**src/design/rgb2hsv_pkg.sv**
```systemverilog
// ============================================================================
// rgb2hsv_pkg
// Shared constants and types for the RGB to HSV converter.
// ============================================================================
`default_nettype none

package rgb2hsv_pkg;

    // Default configuration of the converter.
    localparam int DEF_COMPONENT_BITS    = 8;
    localparam int DEF_HUE_FRACTION_BITS = 6;

    // Angles in whole degrees and sector offsets in units of 60 degrees.
    localparam int SECTOR_DEG   = 60;
    localparam int FULL_DEG     = 360;
    localparam int GREEN_SECTOR = 2;
    localparam int BLUE_SECTOR  = 4;

    // Which component is the largest, with ties resolved red, green, blue.
    typedef enum logic [1:0] {
        SECTOR_RED   = 2'd0,
        SECTOR_GREEN = 2'd1,
        SECTOR_BLUE  = 2'd2
    } t_sector;

endpackage

`default_nettype wire

```
**src/design/rgb2hsv_divider.sv**
```systemverilog
// ============================================================================
// rgb2hsv_divider
// Pipelined restoring divider, one quotient bit per step stage, padded with pass stages.
// ============================================================================
`default_nettype none

module rgb2hsv_divider #(
    parameter int DEN_W = 8,   // divisor width
    parameter int Q_W   = 8,   // quotient width, at least 2
    parameter int LAT   = 8    // number of register stages, at least Q_W
) (
    input  wire logic                   i_clk,
    input  wire logic                   i_en,
    input  wire logic [DEN_W+Q_W-1:0]   i_num,
    input  wire logic [DEN_W-1:0]       i_den,
    output logic      [Q_W-1:0]         o_quo,
    output logic      [DEN_W-1:0]       o_rem
);

    // The caller guarantees num >> Q_W < den, so the quotient fits in Q_W bits
    // and the upper numerator bits form the starting partial remainder.
    logic [DEN_W-1:0] s_rem [0:LAT];
    logic [Q_W-1:0]   s_w   [0:LAT];
    logic [DEN_W-1:0] s_den [0:LAT];

    assign s_rem[0] = i_num[DEN_W+Q_W-1:Q_W];
    assign s_w[0]   = i_num[Q_W-1:0];
    assign s_den[0] = i_den;

    for (genvar k = 1; k <= LAT; k++) begin : g_stage
        logic [DEN_W-1:0] r_rem;
        logic [Q_W-1:0]   r_w;
        logic [DEN_W-1:0] r_den;
        logic [DEN_W-1:0] n_rem;
        logic [Q_W-1:0]   n_w;

        if (k <= Q_W) begin : g_step
            logic [DEN_W:0] trial;
            logic           fits;

            // Bring down the next numerator bit and try to subtract.
            always_comb begin
                trial = {s_rem[k-1], s_w[k-1][Q_W-1]};
                fits  = (trial >= {1'b0, s_den[k-1]});
                n_rem = fits ? DEN_W'(trial - {1'b0, s_den[k-1]}) : trial[DEN_W-1:0];
                n_w   = {s_w[k-1][Q_W-2:0], fits};
            end
        end else begin : g_pass
            // Padding stages keep this divider aligned with a longer one.
            always_comb begin
                n_rem = s_rem[k-1];
                n_w   = s_w[k-1];
            end
        end

        always_ff @(posedge i_clk) begin
            if (i_en) begin
                r_rem <= n_rem;
                r_w   <= n_w;
                r_den <= s_den[k-1];
            end
        end

        assign s_rem[k] = r_rem;
        assign s_w[k]   = r_w;
        assign s_den[k] = r_den;
    end

    assign o_quo = s_w[LAT];
    assign o_rem = s_rem[LAT];

endmodule

`default_nettype wire

```
**src/design/rgb_to_hsv_converter.sv**
```systemverilog
// ============================================================================
// rgb_to_hsv_converter
// Streaming RGB to HSV conversion in fixed point, one pixel per clock while the output is not held.
// ============================================================================
// The converter takes one RGB pixel per clock while not stalled and returns value (the largest
// component), saturation as floor(FULL * (max - min) / max) with FULL the
// largest component code, and hue in units of 1/2^HUE_FRACTION_BITS degree,
// floored, in the range 0 to just below 360 degrees. Gray and black pixels
// report hue_defined low with hue and saturation both zero. The datapath is a
// fixed pipeline: one stage finds max, min and the hue sector, one stage forms
// the two dividends, then two restoring dividers run side by side with one
// quotient bit per stage, and a final stage applies the sector offset and the
// wrap of negative hues. The dividers set the depth of the pipeline, and the
// sustained rate is one pixel per clock while the output is not held. When the
// output is held, one more request is taken into a skid register before
// o_stall rises, and that request waits there until the output moves again.
// o_stall stays high through the first cycle in which the pipeline moves, so
// each hold costs one input slot. The converter keeps nothing between pixels.
// ============================================================================
`default_nettype none

module rgb_to_hsv_converter #(
    parameter int COMPONENT_BITS    = rgb2hsv_pkg::DEF_COMPONENT_BITS,
    parameter int HUE_FRACTION_BITS = rgb2hsv_pkg::DEF_HUE_FRACTION_BITS
) (
    input  wire logic                        i_clk,
    input  wire logic                        i_rst_n,
    // Pixel requests.
    input  wire logic                        i_valid,
    output logic                             o_stall,
    input  wire logic [COMPONENT_BITS-1:0]   i_red_in,
    input  wire logic [COMPONENT_BITS-1:0]   i_green_in,
    input  wire logic [COMPONENT_BITS-1:0]   i_blue_in,
    // Converted pixels.
    output logic                             o_valid,
    input  wire logic                        i_stall,
    output logic [$clog2(rgb2hsv_pkg::FULL_DEG << HUE_FRACTION_BITS)-1:0] o_hue_out,
    output logic                             o_hue_defined,
    output logic [COMPONENT_BITS-1:0]        o_saturation_out,
    output logic [COMPONENT_BITS-1:0]        o_value_out
);

    import rgb2hsv_pkg::*;

    localparam int C      = COMPONENT_BITS;
    localparam int UNIT   = SECTOR_DEG << HUE_FRACTION_BITS;   // 60 degrees
    localparam int FULL   = FULL_DEG << HUE_FRACTION_BITS;     // 360 degrees
    localparam int HUE_W  = $clog2(FULL);
    localparam int Q_H    = $clog2(UNIT + 1);                  // hue quotient bits
    localparam int HNUM_W = C + Q_H;
    localparam int LAT    = (C > Q_H) ? C : Q_H;

    localparam logic [Q_H-1:0]   UNIT_K  = Q_H'(UNIT);
    localparam logic [HUE_W-1:0] FULL_K  = HUE_W'(FULL);
    localparam logic [HUE_W-1:0] GREEN_K = HUE_W'(GREEN_SECTOR * UNIT);
    localparam logic [HUE_W-1:0] BLUE_K  = HUE_W'(BLUE_SECTOR * UNIT);

    // ------------------------------------------------------------------------
    // Flow control. The whole pipeline moves together unless a finished
    // result is waiting at the output. A request that arrives while the
    // pipeline is held lands in the skid register, which then raises o_stall.
    // ------------------------------------------------------------------------
    logic         adv;
    logic         in_take;
    logic         r_skid_valid;
    logic [C-1:0] r_skid_r, r_skid_g, r_skid_b;

    assign adv     = !(o_valid && i_stall);
    assign o_stall = r_skid_valid;
    assign in_take = i_valid && !r_skid_valid;

    always_ff @(posedge i_clk) begin
        if (!i_rst_n) begin
            r_skid_valid <= 1'b0;
        end else if (adv) begin
            r_skid_valid <= 1'b0;
        end else if (in_take) begin
            r_skid_valid <= 1'b1;
        end
    end

    always_ff @(posedge i_clk) begin
        if (!adv && in_take) begin
            r_skid_r <= i_red_in;
            r_skid_g <= i_green_in;
            r_skid_b <= i_blue_in;
        end
    end

    // The pixel that enters the first stage when the pipeline moves.
    logic         src_valid;
    logic [C-1:0] src_r, src_g, src_b;

    always_comb begin
        if (r_skid_valid) begin
            src_valid = 1'b1;
            src_r     = r_skid_r;
            src_g     = r_skid_g;
            src_b     = r_skid_b;
        end else begin
            src_valid = in_take;
            src_r     = i_red_in;
            src_g     = i_green_in;
            src_b     = i_blue_in;
        end
    end

    // ------------------------------------------------------------------------
    // Stage 1: largest and smallest component, sector and hue difference.
    // ------------------------------------------------------------------------
    logic [C-1:0] s1_mx, s1_mn, s1_plus, s1_minus, s1_diff;
    t_sector      s1_sector;
    logic         s1_neg;

    always_comb begin
        s1_mx = src_r;
        if (src_g > s1_mx) s1_mx = src_g;
        if (src_b > s1_mx) s1_mx = src_b;
        s1_mn = src_r;
        if (src_g < s1_mn) s1_mn = src_g;
        if (src_b < s1_mn) s1_mn = src_b;

        if (src_r == s1_mx) begin
            s1_sector = SECTOR_RED;
            s1_plus   = src_g;
            s1_minus  = src_b;
        end else if (src_g == s1_mx) begin
            s1_sector = SECTOR_GREEN;
            s1_plus   = src_b;
            s1_minus  = src_r;
        end else begin
            s1_sector = SECTOR_BLUE;
            s1_plus   = src_r;
            s1_minus  = src_g;
        end

        s1_neg  = (s1_plus < s1_minus);
        s1_diff = s1_neg ? (s1_minus - s1_plus) : (s1_plus - s1_minus);
    end

    logic         r_s1_valid;
    logic [C-1:0] r_s1_mx, r_s1_d, r_s1_diff;
    t_sector      r_s1_sector;
    logic         r_s1_neg;

    always_ff @(posedge i_clk) begin
        if (!i_rst_n) begin
            r_s1_valid <= 1'b0;
        end else if (adv) begin
            r_s1_valid <= src_valid;
        end
    end

    always_ff @(posedge i_clk) begin
        if (adv) begin
            r_s1_mx     <= s1_mx;
            r_s1_d      <= s1_mx - s1_mn;
            r_s1_diff   <= s1_diff;
            r_s1_sector <= s1_sector;
            r_s1_neg    <= s1_neg;
        end
    end

    // ------------------------------------------------------------------------
    // Stage 2: dividends. Saturation divides FULL * d by max, hue divides
    // 60 degrees times the difference by d.
    // ------------------------------------------------------------------------
    logic              r_s2_valid;
    logic [2*C-1:0]    r_s2_sat_num;
    logic [HNUM_W-1:0] r_s2_hue_num;
    logic [C-1:0]      r_s2_mx, r_s2_d;
    t_sector           r_s2_sector;
    logic              r_s2_neg;

    always_ff @(posedge i_clk) begin
        if (!i_rst_n) begin
            r_s2_valid <= 1'b0;
        end else if (adv) begin
            r_s2_valid <= r_s1_valid;
        end
    end

    always_ff @(posedge i_clk) begin
        if (adv) begin
            r_s2_sat_num <= {r_s1_d, {C{1'b0}}} - {{C{1'b0}}, r_s1_d};
            r_s2_hue_num <= HNUM_W'(r_s1_diff) * HNUM_W'(UNIT_K);
            r_s2_mx      <= r_s1_mx;
            r_s2_d       <= r_s1_d;
            r_s2_sector  <= r_s1_sector;
            r_s2_neg     <= r_s1_neg;
        end
    end

    // ------------------------------------------------------------------------
    // Dividers, both LAT stages deep. For gray pixels the divisor may be zero;
    // those quotients are discarded at the output.
    // ------------------------------------------------------------------------
    logic [C-1:0]   sat_quo;
    logic [C-1:0]   sat_rem;
    logic [Q_H-1:0] hue_quo;
    logic [C-1:0]   hue_rem;

    rgb2hsv_divider #(
        .DEN_W (C),
        .Q_W   (C),
        .LAT   (LAT)
    ) u_sat_div (
        .i_clk (i_clk),
        .i_en  (adv),
        .i_num (r_s2_sat_num),
        .i_den (r_s2_mx),
        .o_quo (sat_quo),
        .o_rem (sat_rem)
    );

    rgb2hsv_divider #(
        .DEN_W (C),
        .Q_W   (Q_H),
        .LAT   (LAT)
    ) u_hue_div (
        .i_clk (i_clk),
        .i_en  (adv),
        .i_num (r_s2_hue_num),
        .i_den (r_s2_d),
        .o_quo (hue_quo),
        .o_rem (hue_rem)
    );

    // Side information travels next to the dividers.
    logic         r_dl_valid   [1:LAT];
    logic [C-1:0] r_dl_mx      [1:LAT];
    t_sector      r_dl_sector  [1:LAT];
    logic         r_dl_neg     [1:LAT];
    logic         r_dl_defined [1:LAT];

    always_ff @(posedge i_clk) begin
        if (!i_rst_n) begin
            for (int k = 1; k <= LAT; k++) begin
                r_dl_valid[k] <= 1'b0;
            end
        end else if (adv) begin
            r_dl_valid[1] <= r_s2_valid;
            for (int k = 2; k <= LAT; k++) begin
                r_dl_valid[k] <= r_dl_valid[k-1];
            end
        end
    end

    always_ff @(posedge i_clk) begin
        if (adv) begin
            r_dl_mx[1]      <= r_s2_mx;
            r_dl_sector[1]  <= r_s2_sector;
            r_dl_neg[1]     <= r_s2_neg;
            r_dl_defined[1] <= (r_s2_d != '0);
            for (int k = 2; k <= LAT; k++) begin
                r_dl_mx[k]      <= r_dl_mx[k-1];
                r_dl_sector[k]  <= r_dl_sector[k-1];
                r_dl_neg[k]     <= r_dl_neg[k-1];
                r_dl_defined[k] <= r_dl_defined[k-1];
            end
        end
    end

    // ------------------------------------------------------------------------
    // Final stage: a negative hue term is floored by rounding its magnitude
    // up, then the sector offset is applied. In the red sector a negative
    // term wraps around through 360 degrees.
    // ------------------------------------------------------------------------
    logic [HUE_W-1:0] q_floor, q_ceil, hue_calc;

    always_comb begin
        q_floor = HUE_W'(hue_quo);
        q_ceil  = q_floor + HUE_W'(hue_rem != '0);
        case (r_dl_sector[LAT])
            SECTOR_RED:   hue_calc = r_dl_neg[LAT] ? (FULL_K - q_ceil) : q_floor;
            SECTOR_GREEN: hue_calc = r_dl_neg[LAT] ? (GREEN_K - q_ceil) : (GREEN_K + q_floor);
            SECTOR_BLUE:  hue_calc = r_dl_neg[LAT] ? (BLUE_K - q_ceil) : (BLUE_K + q_floor);
            default:      hue_calc = '0;
        endcase
    end

    always_ff @(posedge i_clk) begin
        if (!i_rst_n) begin
            o_valid <= 1'b0;
        end else if (adv) begin
            o_valid <= r_dl_valid[LAT];
        end
    end

    always_ff @(posedge i_clk) begin
        if (adv) begin
            o_value_out   <= r_dl_mx[LAT];
            o_hue_defined <= r_dl_defined[LAT];
            if (r_dl_defined[LAT]) begin
                o_hue_out        <= hue_calc;
                o_saturation_out <= sat_quo;
            end else begin
                o_hue_out        <= '0;
                o_saturation_out <= '0;
            end
        end
    end

    // ------------------------------------------------------------------------
    // Assertions.
    // ------------------------------------------------------------------------
    a_skid_only_when_held: assert property (@(posedge i_clk) disable iff (!i_rst_n)
        $rose(r_skid_valid) |-> $past(o_valid && i_stall))
        else $error("skid register filled while the pipeline was moving");

    a_hue_in_range: assert property (@(posedge i_clk) disable iff (!i_rst_n)
        o_valid |-> (o_hue_out < FULL_K))
        else $error("hue at or beyond 360 degrees");

    a_gray_is_zero: assert property (@(posedge i_clk) disable iff (!i_rst_n)
        (o_valid && !o_hue_defined) |-> (o_hue_out == '0 && o_saturation_out == '0))
        else $error("gray pixel with nonzero hue or saturation");

    a_colored_has_sat: assert property (@(posedge i_clk) disable iff (!i_rst_n)
        (o_valid && o_hue_defined) |-> (o_saturation_out != '0 && o_value_out != '0))
        else $error("colored pixel with zero saturation or value");

    a_sat_rem_below_den: assert property (@(posedge i_clk) disable iff (!i_rst_n)
        (r_dl_valid[LAT] && r_dl_defined[LAT]) |-> (sat_rem < r_dl_mx[LAT]))
        else $error("saturation divider remainder not below its divisor");

endmodule

`default_nettype wire
```
**config.mk**
```make
export PLATFORM = sky130hd
export DESIGN_NAME = rgb_to_hsv_converter
export DESIGN_NICKNAME = d
export VERILOG_FILES = /design/src/design/rgb2hsv_pkg.sv /design/src/design/rgb2hsv_divider.sv /design/src/design/rgb_to_hsv_converter.sv
export SDC_FILE = /design/constraint.sdc
export NUM_CORES = 1
export LEC_CHECK = 0
export BUFFER_PORTS_ARGS = -buffer_cell sky130_fd_sc_hd__buf_2
export CELL_PAD_IN_SITES_DETAIL_PLACEMENT = 2
export CELL_PAD_IN_SITES_GLOBAL_PLACEMENT = 2
export CORE_AREA = 5 5 376 451
export CTS_BUF_LIST = sky130_fd_sc_hd__clkbuf_8
export DETAILED_ROUTE_END_ITERATION = 12
export DIE_AREA = 0 0 381 456
export PLACE_DENSITY_LB_ADDON = 0.1
export SLEW_MARGIN = 20
export SYNTH_ARGS = -nofsm -noshare
export SYNTH_HDL_FRONTEND = slang
export SYNTH_HIERARCHICAL = 1
export SYNTH_SLANG_ARGS = --single-unit
```
**constraint.sdc**
```tcl
create_clock -name i_clk -period 39.8 [get_ports i_clk]
set_input_delay 0 -clock i_clk [delete_from_list [all_inputs] [get_ports i_clk]]
set_output_delay 0 -clock i_clk [all_outputs]
set_load 0.02 [all_outputs]
```
Word-level counts from Yosys, hierarchy flattened:

Memory sizes are Yosys's and may differ from the RTL's. A register that Yosys moved wholly into a read port is not among the register bits.
Cells that the tools add are included.

* add/sub/neg operators: 29
* $mul: 1
* magnitude comparators: 25
* equal/unequal tests: 4
* muxes and demuxes: 53
* bitwise logic cells: 12
* reduce and logical (&&, ||, !) cells: 11

Operators by type and width (number)
* 8-bit two-way mux: 31
* 9-bit by 8-bit greater-or-equal comparator with 1-bit output: 20
* 8-bit subtractor: 22
* 15-bit two-way mux: 3
* 15-bit one-hot mux with 3 select lines: 1
* 8-bit < comparator: 3
* 1-bit two-way mux: 17
* 8-bit == test: 2
* 8-bit greater-than comparator: 2
* 8-bit nonzero test: 2
* 16-bit by 8-bit subtractor with 16-bit output: 1
* 14-bit by 12-bit adder with 15-bit output, first input constant: 1
* 14-bit by 13-bit subtractor with 15-bit output, first input constant: 1
* 15-bit by 13-bit subtractor with 15-bit output, first input constant: 1
* 13-bit by 12-bit adder with 14-bit output, first input constant: 1
* 13-bit by 13-bit subtractor with 14-bit output, first input constant: 1
* 12-bit by 1-bit adder with 13-bit output: 1
* 8-bit by 4-bit multiplier with 12-bit output, second input constant: 1
* 1-bit OR: 12
* 1-bit logical NOT: 4
* 1-bit logical AND: 3
* 2-bit by 1-bit == test with 1-bit output, second input constant: 1
* 2-bit == test, second input constant: 1
* 2-bit logical NOT: 1
* 2 further kinds: 2

* flip-flop bits (word level): 601
* bits in writable memories: 156
* bits of input ports: 28
* output and inout bits: 34
* logic and storage cells: 229
* memories kept: 5

Memories
* r_dl_mx: words 12, width 8, rd ports 12, clocked after memory_dff 1, wr ports 12, RTL line rgb_to_hsv_converter.sv:231 `logic [C-1:0] r_dl_mx [1:LAT];`
* r_dl_sector: words 12, width 2, rd ports 12, clocked after memory_dff 0, wr ports 12, RTL line rgb_to_hsv_converter.sv:232 `t_sector r_dl_sector [1:LAT];`
* r_dl_defined: words 12, width 1, rd ports 12, clocked after memory_dff 0, wr ports 12, RTL line rgb_to_hsv_converter.sv:234 `logic r_dl_defined [1:LAT];`
* r_dl_neg: words 12, width 1, rd ports 12, clocked after memory_dff 0, wr ports 12, RTL line rgb_to_hsv_converter.sv:233 `logic r_dl_neg [1:LAT];`
* r_dl_valid: words 12, width 1, rd ports 12, clocked after memory_dff 1, wr ports 12, RTL line rgb_to_hsv_converter.sv:230 `logic r_dl_valid [1:LAT];`

Depth between registers and ports, before layout:

* word-level depth: 10
* depth in mapped cells: 39
* gate-level depth less buffers: 31

Hierarchy:

The synthesis kept the hierarchy.

By module, submodules not included
* rgb2hsv_divider (u_hue_div): times used 1, cells an instance 1119, area each 15356.0 um^2, sequential area each 9849.4 um^2
* rgb_to_hsv_converter: times used 1, cells an instance 1072, area each 14114.8 um^2, sequential area each 8638.3 um^2
* rgb2hsv_divider (u_sat_div): times used 1, cells an instance 804, area each 11378.4 um^2, sequential area each 7447.1 um^2

Least setup slack after synthesis:

OpenSTA, ideal clock, no wires.

* kind: register -> register
* start point: reg o_valid, read port of r_dl_valid
* end point: reg r_skid_b[0] (enable)
* library setup time: 2.943 ns
* data arrival time: 32.495 ns
* required time: 36.857 ns
* setup slack: 4.362 ns
* stages on the path, launching flop included: 4
* buffers on the path: 1
* period minus slack after synthesis: 35.438 ns
* cells stage by stage: dfxtp_1 -> nand2_1 -> clkbuf_1 -> nor3b_1

* longest elaborated chain between the ends: 2

RTL lines
* start: declaration: RTL line rgb_to_hsv_converter.sv:35 `output logic o_valid,`
* 1-bit logical AND: RTL line rgb_to_hsv_converter.sv:68 `assign adv = !(o_valid && i_stall);`
* 1-bit logical AND: RTL line rgb_to_hsv_converter.sv:83 `if (!adv && in_take) begin`
* end signal: assignment: RTL line rgb_to_hsv_converter.sv:86 `r_skid_b <= i_blue_in;`
* end: declaration: RTL line rgb_to_hsv_converter.sv:66 `logic [C-1:0] r_skid_r, r_skid_g, r_skid_b;`

No other way between the ends.
A chain may end at the register's enable or synchronous reset.

Final worst setup path:

* start point: reg r_skid_valid (netlist: o_stall)
* end point: reg r_s1_diff[6] (data pin)

* longest elaborated chain between the ends: 10
* elaborated cells on any way between the ends: 17
* classes of those cells: add/sub (2); order compare (3); eq/ne (2); mux (10)

RTL lines
* start: declaration: RTL line rgb_to_hsv_converter.sv:65 `logic r_skid_valid;`
* start signal: assignment: RTL line rgb_to_hsv_converter.sv:74 `r_skid_valid <= 1'b0;`
* start signal: assignment: RTL line rgb_to_hsv_converter.sv:76 `r_skid_valid <= 1'b0;`
* start signal: assignment: RTL line rgb_to_hsv_converter.sv:78 `r_skid_valid <= 1'b1;`
* 8-bit two-way mux: RTL line rgb_to_hsv_converter.sv:95 `if (r_skid_valid) begin`
* 8-bit greater-than comparator: RTL line rgb_to_hsv_converter.sv:117 `if (src_g > s1_mx) s1_mx = src_g;`
* 8-bit two-way mux: RTL line rgb_to_hsv_converter.sv:117
* 8-bit greater-than comparator: RTL line rgb_to_hsv_converter.sv:118 `if (src_b > s1_mx) s1_mx = src_b;`
* 8-bit two-way mux: RTL line rgb_to_hsv_converter.sv:118
* 8-bit == test: RTL line rgb_to_hsv_converter.sv:127 `end else if (src_g == s1_mx) begin`
* 8-bit two-way mux: RTL line rgb_to_hsv_converter.sv:127
* 8-bit two-way mux: RTL line rgb_to_hsv_converter.sv:123 `if (src_r == s1_mx) begin`
* 8-bit subtractor or 8-bit < comparator (tied branches): RTL line rgb_to_hsv_converter.sv:138, rgb_to_hsv_converter.sv:137
* 8-bit two-way mux (*): RTL line rgb_to_hsv_converter.sv:138 `s1_diff = s1_neg ? (s1_minus - s1_plus) : (s1_plus - s1_minus);`
* net s1_diff[6]: RTL line rgb_to_hsv_converter.sv:111 `logic [C-1:0] s1_mx, s1_mn, s1_plus, s1_minus, s1_diff;`
* end signal: assignment: RTL line rgb_to_hsv_converter.sv:158 `r_s1_diff <= s1_diff;`
* end: declaration: RTL line rgb_to_hsv_converter.sv:142 `logic [C-1:0] r_s1_mx, r_s1_d, r_s1_diff;`

Mark *: on every way through the listed nets, which the timed path passes. The rest lies on a longest branch.

==> impl_metrics.yaml <==
global_routing:
  overflow: 0
  grt_pass1_wl_mm: 148.3
  grt_use_total: 0.1059
  first_global_vias: 26730
  grt_antenna_before_repair: 1
  grt_start_max_net_pins: 180
setup_path:
  crit_buf_inv: 1
  r2r-start: "o_stall$_SDFFE_PN0P_"
  arrival_ps: 9860
  worstSetupEndpoint: "r_s1_diff[6]$_DFFE_PN_"
  worstRegToRegCells: 28
  cpMaxStageDelayCell: "dfxtp_2"
  timing.rr.end: "r_s1_diff[6]$_DFFE_PN_"
  end_kind: "register"
  critPathTopFamily: "compound AO/OA/AOI/OAI gates"
  regToRegSetupSlack_ps: 30540
  cp_num_cells: 28
  critPathKind: "register to register"
  crit_start: "o_stall$_SDFFE_PN0P_"
  start_kind: "register"
  crit_fanout: 38
  cp_slowest_stage_delay_ps: 1030
  crit_required_ps: 40400
timing:
  slew_viol_final: 0
  relSlewSlack: 0.2048
  post-route-period-util: 0.2326
  rsz0062_at_grt: "false"
  layout_min_cycle_time_ps: 9257
  final-hold-violation-count: 0
  max_clock_freq_mhz: 108.0
  finalSetupTns_ps: 0
  setup_viol_count_final: 0
  setup_ws_ps: 30540
  worst_pin_slew_ps: 1193
  finalClockSkew_ps: 41.33
min_path:
  hp-class: "input pin to register"
  hold_depth: 3
clocking:
  cts-resized-gates: 0
  ctsRootBufferMaster: "clkbuf_8"
  cts_sinks: 825
  h-tree-depth: 4
  numCtsBuffers: 156
  clk_pin_slew_ps: 60
  cts_tree: "built"
  insertion_delay_ps: 850
  cts_max_path_buffers: 3
place:
  portBuffers: 61
  placed_area_sq_mm: 0.04235
  dp_hpwl_mm: 65.97
  gp_congestion: 0.7738
  pre_cts_ws_ps: 30120
die:
  dieArea_sq_mm: 0.1737
  fp.dieH_um: 456
  core.rowCount: 163
  boundaryPins: 62
  initial_core_util: 0.2394
  core_region_area_sq_mm: 0.1644
  die_w_um: 381
pwr:
  p_sw_uw: 1607
  p_leak_uw: 0.01777
  powerDensity_mw_per_mm2: 93.21
  power_frac_seq: 0.389
  swShare: 0.3766
  power_frac_clock: 0.178
  fin_total_pwr_uw: 4266
  p_int_uw: 2659
  combPwrFrac: 0.434
  ir_drop_mv: 0.07715
routing:
  antenna_left: 0
  drtIter0Drc: 872
  wire_per_inst_um: 16.92
  routed_wl_mm: 92.00
  via_per_inst: 4.324
  first_pass_iters: 4
  drc_errors: 0
  routed-via-count: 23520
logic_synthesis:
  ys_warn_count: 6
  syn_area_per_cell_sq_um: 13.50
  synth_cells: 2916
  syn_area_sq_mm: 0.03935
final_layout:
  synthToLayoutAreaGrowth_pct: 16.28
  nFillCells: 17490
  final_cell_area_sq_mm: 0.04576
  nets: 3464
  drive_above_1_share: 0.1240
run:
  maxCapViolCount: 0
outcome:
  status: "complete, no violations"
==> timing repair <==
| item | in CTS | in global routing |
|---|---|---|
| setup buffers | 0 | 0 |
| setup endpoints to repair | 0 | 0 |
| endpoints found under the hold margin | 124 | 0 |
| hold buffers | 56 | 0 |
==> metal layers <==
metal  vias to the layer above  part of all wire  track usage
met4                         0             0.030      0.04216
met2                       274              0.53       0.1971
met5                         -                 0            0
met3                       177             0.031      0.02235
li1                      11330                 -            -
met1                     11740              0.41       0.1169
==> power by group through the flow <==
stage | combinational (uW) | sequential, uW | clock (uW)
finish | 1850 | 1660 | 758
global route | 2100 | 1710 | 848
CTS | 1900 | 1680 | 810
global placement | 1820 | 1680 | 0
floorplan | 1390 | 1600 | 0
detailed placement | 1880 | 1690 | 0
==> flip-flops by register name, summed over array words and instances, names as in the netlist, 12 cells and up <==
| register | flops |
|---|---|
| r_s2_hue_num | 12 |
| u_hue_div/o_quo | 12 |
| u_sat_div/g_stage.r_w | 80 |
| r_dl_neg | 12 |
| u_sat_div/g_stage.r_rem | 56 |
| r_dl_mx | 96 |
| o_hue_out | 15 |
| u_sat_div/g_stage.r_den | 56 |
| u_hue_div/g_stage.r_den | 88 |
| u_hue_div/g_stage.r_rem | 88 |
| r_dl_valid | 12 |
| r_s2_sat_num | 16 |
| r_dl_sector | 24 |
| u_hue_div/g_stage.r_w | 132 |
| r_dl_defined | 12 |
==> final cells by class <==
cell class | count | area [sq um] | area share
repair buffers | 144 | 1081 | 0.02362
well taps | 2145 | 2684 | 0.05865
inverters | 291 | 1094 | 0.02390
clock inverters | 118 | 624.3 | 0.01364
clock buffers | 159 | 2188 | 0.04782
multi-input cells | 1754 | 13350 | 0.2918
flip-flops and latches | 825 | 24740 | 0.5405
diodes | 2 | 5.005 | 0.0001094
==> cell usage in the layout (no fill, tap or decap), types with 13 or more instances in the layout <==
cell and n:
edfxtp_1 821, inv_1 327, ha_1 229, nand2_1 180, o21ai_0 169, clkbuf_8 159
a21oi_1 144, nor2_1 105, xnor2_1 84, mux2_2 71, buf_2 61, xor2_1 57
dlygate4sd3_1 56, o21a_1 54, nor2b_1 52, mux2i_1 52, nand3_1 48, clkinv_1 44
and2_1 37, nor3_1 35, fa_1 35, a21o_1 33, o31ai_1 27, buf_4 26
nand2b_1 25, and3_1 23, nor4_1 19, nand4_1 17, o211ai_1 17, a21boi_0 15
o31a_1 14, a211oi_1 13, a31oi_1 13, clkinv_2 13
==> metrics by stage <==
stage	util	std cells	hold slack [ps]
after floorplan	-	2923	98.87
after global placement	0.2576	5099	198.3
after detailed placement	0.2576	5099	204.3
after CTS	0.2782	5432	21.83
after global routing	0.2784	5438	116.9
final	0.2784	5438	184.3
==> worst min-delay path, delay by kind of cell <==
family	cells	cell delay [ps]
simple gates	1	180
buf+inv	2	750
==> worst min path at each step <==
stage | startpoint | endpoint | slack (ps)
6_report | i_rst_n | r_dl_valid[1]$_DFFE_PP_ | 180
5_1_grt | i_rst_n | r_dl_valid[5]$_DFFE_PP_ | 120
3_3_place_gp | i_blue_in[0] | r_skid_b[0]$_DFFE_PP_ | 200
3_5_place_dp | i_blue_in[0] | r_skid_b[0]$_DFFE_PP_ | 200
2_1_floorplan | i_blue_in[0] | r_skid_b[0]$_DFFE_PP_ | 100
4_1_cts | i_rst_n | r_dl_valid[1]$_DFFE_PP_ | 20
Note: power is estimated with default switching activity, not from simulation.
